**src/rtl/endat_crc_pkg.sv**
```systemverilog
package endat_crc_pkg;

    // position input width that counts; higher bits read as zero
    localparam int POSITION_WIDTH = 32;
    localparam logic [31:0] POS_MASK = 32'((64'd1 << POSITION_WIDTH) - 64'd1);

    // reply kinds carried in tuser
    localparam logic [1:0] OP_MEM_ACK   = 2'd0;
    localparam logic [1:0] OP_RES_PARAM = 2'd1;
    localparam logic [1:0] OP_POSITION  = 2'd2;

    // register indexes on the apb port
    localparam logic REG_POSITION_BITS = 1'b0;
    localparam logic REG_ALARM_FLAG    = 1'b1;

    // fixed frame contents
    localparam logic [31:0] ACK_FRAME     = 32'hA100_0000;
    localparam logic [15:0] RES_WORD1     = 16'h0D00 | 16'h0080;
    localparam logic [5:0]  FIXED_LEN     = 6'd24;

    // crc5 constants
    localparam logic [4:0] CRC_INIT   = 5'h1F;
    localparam logic [4:0] CRC_POLY   = 5'h0B;
    localparam logic [4:0] CRC_XOROUT = 5'h1F;

    // controller to datapath
    typedef struct packed {
        logic load;
        logic step;
        logic publish;
    } t_dp_cmd;

    // datapath to controller
    typedef struct packed {
        logic done;
    } t_dp_status;

    // one result word
    typedef struct packed {
        logic [4:0]  crc5;
        logic [5:0]  frame_bits;
        logic [15:0] second_word;
        logic [15:0] first_word;
    } t_result;

endpackage

```
**src/rtl/endat_crc_ctrl.sv**
```systemverilog
module endat_crc_ctrl
    import endat_crc_pkg::*;
(
    input  logic       i_clk,
    input  logic       i_rst_n,
    input  logic       i_s_valid,
    input  logic       i_m_ready,
    input  t_dp_status i_status,
    output t_dp_cmd    o_cmd,
    output logic       o_s_ready,
    output logic       o_m_valid
);

    localparam logic ST_IDLE = 1'b0;
    localparam logic ST_RUN  = 1'b1;

    logic r_state;
    logic n_state;
    logic r_out_valid;
    logic n_out_valid;
    logic out_free;

    assign out_free = !r_out_valid || i_m_ready;

    // command decode and next state
    always_comb begin
        n_state       = r_state;
        o_cmd.load    = 1'b0;
        o_cmd.step    = 1'b0;
        o_cmd.publish = 1'b0;
        case (r_state)
            ST_IDLE: begin
                if (i_s_valid) begin
                    o_cmd.load = 1'b1;
                    n_state    = ST_RUN;
                end
            end
            ST_RUN: begin
                if (!i_status.done) begin
                    o_cmd.step = 1'b1;
                end else if (out_free) begin
                    o_cmd.publish = 1'b1;
                    n_state       = ST_IDLE;
                end
            end
            default: begin
                n_state = ST_IDLE;
            end
        endcase
    end

    // output valid flag
    always_comb begin
        n_out_valid = r_out_valid;
        if (o_cmd.publish) begin
            n_out_valid = 1'b1;
        end else if (i_m_ready) begin
            n_out_valid = 1'b0;
        end
    end

    always_ff @(posedge i_clk) begin
        if (!i_rst_n) begin
            r_state     <= ST_IDLE;
            r_out_valid <= 1'b0;
        end else begin
            r_state     <= n_state;
            r_out_valid <= n_out_valid;
        end
    end

    assign o_s_ready = (r_state == ST_IDLE);
    assign o_m_valid = r_out_valid;

endmodule

```
**src/rtl/endat_crc_dp.sv**
```systemverilog
module endat_crc_dp
    import endat_crc_pkg::*;
(
    input  logic        i_clk,
    input  logic        i_rst_n,
    input  t_dp_cmd     i_cmd,
    input  logic [1:0]  i_op,
    input  logic [31:0] i_position,
    input  logic [4:0]  i_position_bits,
    input  logic        i_alarm_flag,
    output t_dp_status  o_status,
    output t_result     o_result
);

    logic [31:0] pos_m;
    logic [31:0] pos_frame;
    logic [31:0] n_frame;
    logic [5:0]  n_len;

    logic [31:0] r_frame;
    logic [31:0] r_shift;
    logic [5:0]  r_len;
    logic [5:0]  r_cnt;
    logic [4:0]  r_crc;
    t_result     r_result;

    logic        fb;
    logic [4:0]  crc_next;

    assign pos_m = i_position & POS_MASK;

    // alarm bit first, then position bits lsb first, left justified
    always_comb begin
        pos_frame     = '0;
        pos_frame[31] = i_alarm_flag;
        for (int k = 0; k < 31; k++) begin
            if (5'(k) < i_position_bits) begin
                pos_frame[30 - k] = pos_m[k];
            end
        end
    end

    // frame select by reply kind
    always_comb begin
        case (i_op)
            OP_MEM_ACK: begin
                n_frame = ACK_FRAME;
                n_len   = FIXED_LEN;
            end
            OP_RES_PARAM: begin
                n_frame = {RES_WORD1, 3'b000, i_position_bits, 8'h00};
                n_len   = FIXED_LEN;
            end
            OP_POSITION: begin
                n_frame = pos_frame;
                n_len   = {1'b0, i_position_bits} + 6'd1;
            end
            default: begin
                n_frame = '0;
                n_len   = '0;
            end
        endcase
    end

    // one crc5 step on the bit shifted out
    assign fb       = r_crc[4] ^ r_shift[31];
    assign crc_next = {r_crc[3:0], 1'b0} ^ (fb ? CRC_POLY : 5'h00);

    // bit counter
    always_ff @(posedge i_clk) begin
        if (!i_rst_n) begin
            r_cnt <= '0;
        end else if (i_cmd.load) begin
            r_cnt <= n_len;
        end else if (i_cmd.step) begin
            r_cnt <= r_cnt - 6'd1;
        end
    end

    // frame, shifter and crc register
    always_ff @(posedge i_clk) begin
        if (i_cmd.load) begin
            r_frame <= n_frame;
            r_shift <= n_frame;
            r_len   <= n_len;
            r_crc   <= CRC_INIT;
        end else if (i_cmd.step) begin
            r_shift <= {r_shift[30:0], 1'b0};
            r_crc   <= crc_next;
        end
    end

    // output register
    always_ff @(posedge i_clk) begin
        if (i_cmd.publish) begin
            r_result.first_word  <= r_frame[31:16];
            r_result.second_word <= r_frame[15:0];
            r_result.frame_bits  <= r_len;
            r_result.crc5        <= r_crc ^ CRC_XOROUT;
        end
    end

    assign o_status.done = (r_cnt == 6'd0);
    assign o_result      = r_result;

endmodule

```
**src/rtl/endat_response_frame_crc5_top.sv**
```systemverilog
// EnDat reply frame builder: takes a request word (reply kind in tuser, position in tdata) and
// returns the reply frame left justified in two 16-bit words, its length and the EnDat CRC5.
// A request is taken when the block is idle; the CRC is worked out one frame bit per cycle by the
// bit-serial CRC loop, and the next request is taken only after the result is published. A
// finished result sits in an output register, and the next request is accepted while it waits.
// position_bits (address 0, reset 13) and alarm_flag (address 4, reset 0) must be written over
// APB only while the block is idle; the block itself does not enforce this.
module endat_response_frame_crc5_top
    import endat_crc_pkg::*;
(
    input  logic        i_clk,
    input  logic        i_rst_n,
    // request stream
    input  logic        i_s_axis_tvalid,
    output logic        o_s_axis_tready,
    input  logic [31:0] i_s_axis_tdata,   // [31:0] position
    input  logic [1:0]  i_s_axis_tuser,   // [1:0] op
    // reply stream
    output logic        o_m_axis_tvalid,
    input  logic        i_m_axis_tready,
    output logic [47:0] o_m_axis_tdata,   // [15:0] first_word, [31:16] second_word,
                                          // [37:32] frame_bits, [42:38] crc5, rest zero
    // configuration
    input  logic        i_psel,
    input  logic        i_penable,
    input  logic        i_pwrite,
    input  logic [2:0]  i_paddr,
    input  logic [31:0] i_pwdata,
    output logic [31:0] o_prdata,
    output logic        o_pready
);

    logic [4:0] r_position_bits;
    logic       r_alarm_flag;
    logic       cfg_wr;
    t_dp_cmd    cmd;
    t_dp_status status;
    t_result    result;

    // configuration registers
    assign cfg_wr   = i_psel && i_penable && i_pwrite;
    assign o_pready = 1'b1;

    always_ff @(posedge i_clk) begin
        if (!i_rst_n) begin
            r_position_bits <= 5'd13;
            r_alarm_flag    <= 1'b0;
        end else if (cfg_wr) begin
            if (i_paddr[2] == REG_POSITION_BITS) begin
                r_position_bits <= i_pwdata[4:0];
            end else begin
                r_alarm_flag <= i_pwdata[0];
            end
        end
    end

    // register readback
    always_comb begin
        case (i_paddr[2])
            REG_POSITION_BITS: o_prdata = {27'd0, r_position_bits};
            REG_ALARM_FLAG:    o_prdata = {31'd0, r_alarm_flag};
            default:           o_prdata = '0;
        endcase
    end

    endat_crc_ctrl u_ctrl (
        .i_clk     (i_clk),
        .i_rst_n   (i_rst_n),
        .i_s_valid (i_s_axis_tvalid),
        .i_m_ready (i_m_axis_tready),
        .i_status  (status),
        .o_cmd     (cmd),
        .o_s_ready (o_s_axis_tready),
        .o_m_valid (o_m_axis_tvalid)
    );

    endat_crc_dp u_dp (
        .i_clk           (i_clk),
        .i_rst_n         (i_rst_n),
        .i_cmd           (cmd),
        .i_op            (i_s_axis_tuser),
        .i_position      (i_s_axis_tdata),
        .i_position_bits (r_position_bits),
        .i_alarm_flag    (r_alarm_flag),
        .o_status        (status),
        .o_result        (result)
    );

    // reply word packing
    assign o_m_axis_tdata = {5'd0, result.crc5, result.frame_bits,
                             result.second_word, result.first_word};

endmodule
```
**config.mk**
```make
export PLATFORM = sky130hd
export DESIGN_NAME = endat_response_frame_crc5_top
export DESIGN_NICKNAME = d
export VERILOG_FILES = /design/src/rtl/endat_crc_pkg.sv /design/src/rtl/endat_crc_ctrl.sv /design/src/rtl/endat_crc_dp.sv /design/src/rtl/endat_response_frame_crc5_top.sv
export SDC_FILE = /design/constraint.sdc
export NUM_CORES = 1
export LEC_CHECK = 0
export BUFFER_PORTS_ARGS = -buffer_cell sky130_fd_sc_hd__buf_4
export CAP_MARGIN = 20
export CORE_UTILIZATION = 47
export DETAILED_ROUTE_END_ITERATION = 10
export PLACE_DENSITY = 0.76
export SKIP_LAST_GASP = 1
export SLEW_MARGIN = 5
export SYNTH_ARGS = -nofsm -noshare
export SYNTH_HDL_FRONTEND = slang
export SYNTH_HIERARCHICAL = 1
export SYNTH_SLANG_ARGS = --single-unit
```
**constraint.sdc**
```tcl
create_clock -name i_clk -period 3.89 [get_ports i_clk]
set_input_delay 0.389 -clock i_clk [delete_from_list [all_inputs] [get_ports i_clk]]
set_output_delay 0.389 -clock i_clk [all_outputs]
set_load 0.02 [all_outputs]
```
==> flow_summary.json, run 1 <==
{
  "clk_pin_slew_ns": 0.06,
  "std_cell_rows": 39,
  "comb_power_share_pct": 11.7,
  "startpoint_type": "flip-flop",
  "clockBufferDepth": 2,
  "seqPwrFrac_pct": 45.2,
  "grt_pass1_vias": 3250,
  "ys_warn_count": 6,
  "pwr_density_cell_mw_per_mm2": 566,
  "cts_buffers": 17,
  "io_buffers": 95,
  "drive_gt1_share_pct": 33.5,
  "use_met2_pct": 28.0,
  "first_iter_violations": 385,
  "vias_per_cell": 5.36,
  "synth_area_mm2": 0.00564,
  "cts.sinks": 132,
  "violations": "design-rule violations",
  "rsz0062_at_grt": "false",
  "finalCoreUtilization_pct": 60.2,
  "diodes": 0,
  "antenna_found_initial": 0,
  "maxSlewHeadroom_pct": 42.2,
  "drc": 7,
  "syn_inst": 393,
  "ir_drop_uv": 290,
  "grt_usage_pct": 18.3,
  "wl_per_cell_um": 17.2,
  "worstPathArrival_ns": 2.63,
  "min_period_ns": 2.33,
  "ys_types": 56,
  "power.net_switching_mw": 0.895,
  "met3_usage_pct": 4.84,
  "post-dp-hpwl_um": 7280,
  "hold_violations": 0,
  "post_cts_resize_count": 0,
  "fin_ws_ns": 1.56,
  "yosys_register_bits": 132,
  "final_nets": 564,
  "criticalPathCategory": "flip-flop to flip-flop",
  "yosysSeqAreaShare_pct": 66.9,
  "die_h_um": 112,
  "ios": 159,
  "drtPass1Iterations": 9,
  "timing.final.max_slew_violations": 0,
  "cts_root_buf": "clkbuf_16",
  "area_growth_pct": 23.3,
  "yosys-top-cells-area": "edfxtp_1 (60%), dfxtp_1 (6.7%), buf_4 (4.5%)",
  "min_period_over_period_pct": 59.9,
  "synth_ff_type": "edfxtp_1",
  "placed_cells": 609,
  "htreeDepth": 4,
  "die-area_mm2": 0.0124,
  "worst_pin_slew_ns": 0.864,
  "grt_overflow_total": 0,
  "route.vias.total": 3436,
  "yosysMostFrequentCell": "edfxtp_1",
  "p_sw_share_pct": 22.7,
  "post-place-ws_ns": 1.44,
  "synth_commonest_cells": "edfxtp_1 (113), buf_4 (34), nand2_1 (26), mux2_2 (21), dfxtp_1 (19)",
  "wirelength_um": 11000,
  "gp_routability_congestion": 0.884,
  "fin_setup_tns_ns": 0,
  "synth_edf_count": 113,
  "post_cts_buffers": 0,
  "async_flop_share_pct": 0,
  "clk_latency_ns": 0.41,
  "final_cells": 641,
  "start_util_pct": 48.8,
  "pwr-share-clk_pct": 43.2,
  "fp.dieW_um": 112,
  "maxCapViolations": 0,
  "final_antenna_net_count": 0,
  "synth_top_cell_by_area": "edfxtp_1",
  "grt_pass1_wl_um": 17100,
  "run_status": "finished, violations left",
  "holdBufCountCts": 0,
  "fin_skew_ns": 0.00488,
  "grt_max_degree": 58,
  "syn_area_per_cell_um2": 14.4,
  "hp-class": "primary input to flip-flop",
  "cp_data_required_time_ns": 4.19,
  "grt-busiest-layer": "met2",
  "cp_max_fo": 30,
  "finalSetupViolations": 0,
  "synth_top_cell_area_share_pct": 60.1,
  "intPower_mw": 3.04,
  "core_mm2": 0.0116,
  "cp-end-kind": "flip-flop",
  "p_leak_nw": 2.82,
  "cts_tree": "done",
  "fmax_mhz": 429,
  "grt_use_met1_pct": 24.8
}
==> power groups by stage <==
stage | clock network, mW | logic, mW | registers (mW)
2_1_floorplan | 0 | 0.294 | 1.83
3_3_place_gp | 0 | 0.440 | 1.80
3_5_place_dp | 0 | 0.452 | 1.81
4_1_cts | 1.72 | 0.458 | 1.78
5_1_grt | 1.78 | 0.494 | 1.79
6_report | 1.70 | 0.459 | 1.78
==> path summary, 6_finish.rpt <==
check,slack [ns],end,cells past startpoint,from
worst max register to register,1.56,u_dp/r_cnt[5],4,u_ctrl/r_state
worst min register to register,0.41,u_dp/o_result[0],0,u_dp/r_frame[16]
worst min-delay path,0.24,r_position_bits[4],3,i_pwdata[4]
worst max-delay path,1.56,u_dp/r_cnt[5],4,u_ctrl/r_state
==> cell type report <==
cell class                 instances  area [um^2]
timing repair buffer              98          748
sequential                       132         3770
multi-input combinational        224         1570
clock inverter                    15          211
fill                             898         4610
clock buffer                      17          425
tap                              143          179
inverter                          12         45.0
==> state kept, by name (all words and copies together), names as in the netlist <==
signal            count
u_dp/r_shift         32
r_alarm_flag          1
u_dp/r_frame         32
u_ctrl/r_state        1
u_dp/r_crc            5
u_dp/r_len            6
u_dp/o_result        43
r_position_bits       5
u_dp/r_cnt            6
u_ctrl/o_m_valid      1
==> cell usage in the layout, fill, tap and decap left out, drive strengths merged, types with 6 or more instances in the layout <==
cell type  Yosys  final
mux2i          8      8
a21oi          6      6
a31oi          6      6
xnor2          8      8
nor2b         12     12
mux2          24     24
buf           48     98
clkinv         1      6
clkbuf         8     17
conb           2     33
and3          10     10
dfxtp         19     19
o211ai         6      6
edfxtp       113    113
o2111a         6      6
nand2         26     26
inv           11     12
nor2          15     15
==> worst max-delay path: stages, from the launching register on <==
cell and delay [ns]:
dfxtp_1 0.36, nor2b_4 0.70, clkinv_1 0.53, and4_1 0.35
a2111oi_2 0.27
==> kinds of logic after synthesis <==
| family | share of synthesized area, % |
|---|---|
| flops | 66.9 |
| simple gates | 9.62 |
| buf+inv | 7.56 |
| compound gates | 7.49 |
| mux | 6.41 |
| xor+xnor | 1.24 |
| fa+ha+maj | 0.665 |
| other cells | 0.133 |
==> routing by layer <==
layer	share of wire [%]	vias up
li1	-	1568
met1	43	1667
met2	47	174
met3	7.1	27
met4	2.1	0
met5	0	-
==> stage by stage <==
stage	instance area [um^2]	hold WS [ns]	total power [mW]
after detailed placement	6320	0.405	2.26
after global routing	6960	0.237	4.07
after floorplan	5760	0.400	2.12
after CTS	6960	0.218	3.96
final	6960	0.239	3.94
after global placement	6320	0.402	2.24
Note: power is estimated with default switching activity, not from simulation.
==> run 2, diff against run 1 <==
--- a/config.mk
+++ b/config.mk
@@ -5,6 +5,7 @@
 export SDC_FILE = /design/constraint.sdc
 export NUM_CORES = 1
 export LEC_CHECK = 0
+export ABC_AREA = 1
 export BUFFER_PORTS_ARGS = -buffer_cell sky130_fd_sc_hd__buf_4
 export CAP_MARGIN = 20
 export CORE_UTILIZATION = 47
==> constraint.sdc (replaced) <==
create_clock -name i_clk -period 2 [get_ports i_clk]
set_input_delay 0.2 -clock i_clk [delete_from_list [all_inputs] [get_ports i_clk]]
set_output_delay 0.2 -clock i_clk [all_outputs]
set_load 0.02 [all_outputs]
==> run 2 against run 1 <==
Against the previous run:
- the flow still finishes with violations (design-rule violations)
- total power up 91%
- clock skew is 0.0049 ns higher
- combinational power grew 120%
- critical endpoint is now u_dp/r_shift[25]
- global-route usage up 2.1 points
- die area grew 0.65%
- critical path depth is 4 higher
- largest cell class unchanged
- clock-buffer cell count increased by 4
==> flow_summary.json, run 2 <==
{
  "drtPass1Iterations": 7,
  "cp-end-kind": "flip-flop",
  "synth_top_cell_area_share_pct": 59.7,
  "grt_use_met1_pct": 25.3,
  "r2r-start": "u_dp/r_cnt[0]",
  "grt_usage_pct": 20.4,
  "yosys_register_bits": 132,
  "ir_drop_uv": 495,
  "rsz0062_at_grt": "false",
  "worst_pin_slew_ns": 0.545,
  "antenna_found_initial": 0,
  "io_buffers": 95,
  "finalSetupViolations": 0,
  "most-common-layout-cells": "nand2_1 (144), edfxtp_1 (113), buf_4 (100), inv_1 (48), nor2_1 (45)",
  "async_flop_share_pct": 0,
  "run_status": "finished, violations left",
  "cts_buffers": 17,
  "min_period_over_period_pct": 93.6,
  "final_nets": 715,
  "comb_power_share_pct": 13.5,
  "post-place-ws_ns": 0.172,
  "timing.final.max_slew_violations": 0,
  "grt_pass1_vias": 3826,
  "fillers": 953,
  "wirelength_um": 12000,
  "violations": "design-rule violations",
  "first_iter_violations": 294,
  "r2r-end": "u_dp/r_shift[25]",
  "final_antenna_net_count": 0,
  "grt_pass1_wl_um": 19100,
  "area_growth_pct": 25.2,
  "fin_ws_ns": 0.128,
  "wl_per_cell_um": 15.2,
  "seqPwrFrac_pct": 46.6,
  "htreeDepth": 4,
  "route.vias.total": 3991,
  "die-area_mm2": 0.0125,
  "hp-start": "i_rst_n",
  "cp_slowest_cell": "dfxtp_1",
  "post_cts_buffers": 0,
  "crit_start": "u_dp/r_cnt[0]",
  "worstPathArrival_ns": 1.98,
  "cp_max_fo": 34,
  "fp.dieW_um": 112,
  "synth_top_cell_by_area": "edfxtp_1",
  "ff2ff_path_depth": 8,
  "final_cells": 792,
  "layout_commonest_cell": "nand2_1",
  "fin_skew_ns": 0.00976,
  "yosysSeqAreaShare_pct": 66.4,
  "core_mm2": 0.0116,
  "yosysMostFrequentCell": "nand2_1",
  "synth_commonest_cells": "nand2_1 (144), edfxtp_1 (113), inv_1 (49), nor2_1 (48), buf_4 (35)",
  "synth_ff_type": "edfxtp_1",
  "multiInputGateArea_mm2": 0.00154,
  "fmax_mhz": 534,
  "placed_cell_area_mm2": 0.00649,
  "placed_cells": 757,
  "maxSlewHeadroom_pct": 63.7,
  "clk_pin_slew_ns": 0.06,
  "syn_area_per_cell_um2": 10.8,
  "grt_overflow_total": 0,
  "criticalPathCategory": "flip-flop to flip-flop",
  "ys_warn_count": 6,
  "start_util_pct": 48.9,
  "die_h_um": 112,
  "power.net_switching_mw": 1.96,
  "std_cell_rows": 39,
  "p_sw_share_pct": 26.1,
  "synth_edf_count": 113,
  "yosys-top-cells-area": "edfxtp_1 (60%), nand2_1 (9.5%), dfxtp_1 (6.7%)",
  "hp-class": "primary input to flip-flop",
  "cts_root_buf": "clkbuf_16",
  "cts.sinks": 132,
  "grt-busiest-layer": "met2",
  "pwr_density_cell_mw_per_mm2": 1060,
  "min_period_ns": 1.87,
  "use_met2_pct": 33.5,
  "gp_routability_congestion": 0.868,
  "seq_area_mm2": 0.00377,
  "clk_latency_ns": 0.42,
  "syn_inst": 526,
  "ys_types": 38,
  "met3_usage_pct": 6.26,
  "ios": 159,
  "cp_data_required_time_ns": 2.10,
  "vias_per_cell": 5.04,
  "cpPeakStageDelay_ns": 0.37,
  "cts_tree": "done",
  "drive_gt1_share_pct": 25.9,
  "p_leak_nw": 3.16,
  "intPower_mw": 5.55,
  "largest_reg_flops": 43,
  "clockBufferDepth": 2,
  "drc": 8,
  "grt_max_degree": 51,
  "diodes": 0,
  "crit_end": "u_dp/r_shift[25]",
  "pwr-share-clk_pct": 39.9,
  "hold_violations": 0,
  "ff2ff_setup_slack_ns": 0.13,
  "synth_area_mm2": 0.00568,
  "cp_cell_sequence": "inv_1, ha_1, nand3_1, nor3_4, nor2_2, nor2_4, clkinvlp_4, buf_12",
  "design_area_mm2": 0.00711,
  "maxCapViolations": 0,
  "startpoint_type": "flip-flop",
  "post-dp-hpwl_um": 8170,
  "finalCoreUtilization_pct": 61.2,
  "hold_ws_ns": 0.0490
}
==> run 2: worst min-delay path by stage <==
stage,to,slack (ns),depth (start not counted)
finish,r_position_bits[3],0.05,2
global route,r_position_bits[0],0.05,2
CTS,r_position_bits[3],0.03,2
detailed placement,u_dp/o_result[12],0.40,0
global placement,u_dp/o_result[7],0.40,0
floorplan,r_position_bits[0],0.28,1
==> run 2: timing repair <==
action / CTS / global route
setup endpoints to repair: 0 / 1
hold buffers: 3 / 0
gates resized for setup: 0 / 1
hold endpoints to repair: 3 / 0
==> run 2: cell type report <==
cell class	instances	area share [%]
inverter	55	2.97
clock buffer	21	7.09
tap	143	2.52
clock inverter	11	1.20
sequential	132	53.1
timing repair buffer	105	11.5
multi-input combinational	325	21.6
==> run 2: critical path: cells and delay by family (launching register included) <==
family                   cells  cell delay [ns]
buffers and inverters        3             0.42
AND/OR/NAND/NOR              4             0.55
flip-flops                   1             0.37
adder cells (fa/ha/maj)      1             0.20
==> run 2: power groups by stage <==
stage | clock network [mW] | registers [mW] | logic, mW
3_3_place_gp | 0 | 3.54 | 0.975
5_1_grt | 3.16 | 3.53 | 1.11
4_1_cts | 3.04 | 3.50 | 1.01
6_report | 3.00 | 3.50 | 1.02
3_5_place_dp | 0 | 3.55 | 0.998
2_1_floorplan | 0 | 3.62 | 0.582
==> run 2: logic make-up after synthesis <==
| logic type | Yosys count | share of synthesized area [%] |
|---|---|---|
| DFF | 132 | 66.4 |
| AOI/OAI and AO/OA | 42 | 4.65 |
| and+or+nand+nor | 246 | 18.8 |
| other | 2 | 0.132 |
| buffers and inverters | 100 | 9.18 |
| adders and majority gates | 3 | 0.661 |
| xor gates and xnor gates | 1 | 0.154 |
==> run 2: layer usage <==
| layer | vias up | wire length (um) |
|---|---|---|
| met5 | - | 0 |
| met4 | 0 | 227 |
| met3 | 19 | 874 |
| met2 | 173 | 5770 |
| met1 | 1892 | 5140 |
| li1 | 1907 | - |
==> run 2: metrics by stage <==
stage / power [mW] / TNS [ns]
floorplan: 4.20 / -0.0351
detailed placement: 4.55 / 0
global route: 7.80 / 0
global placement: 4.51 / 0
CTS: 7.55 / 0
finish: 7.51 / 0
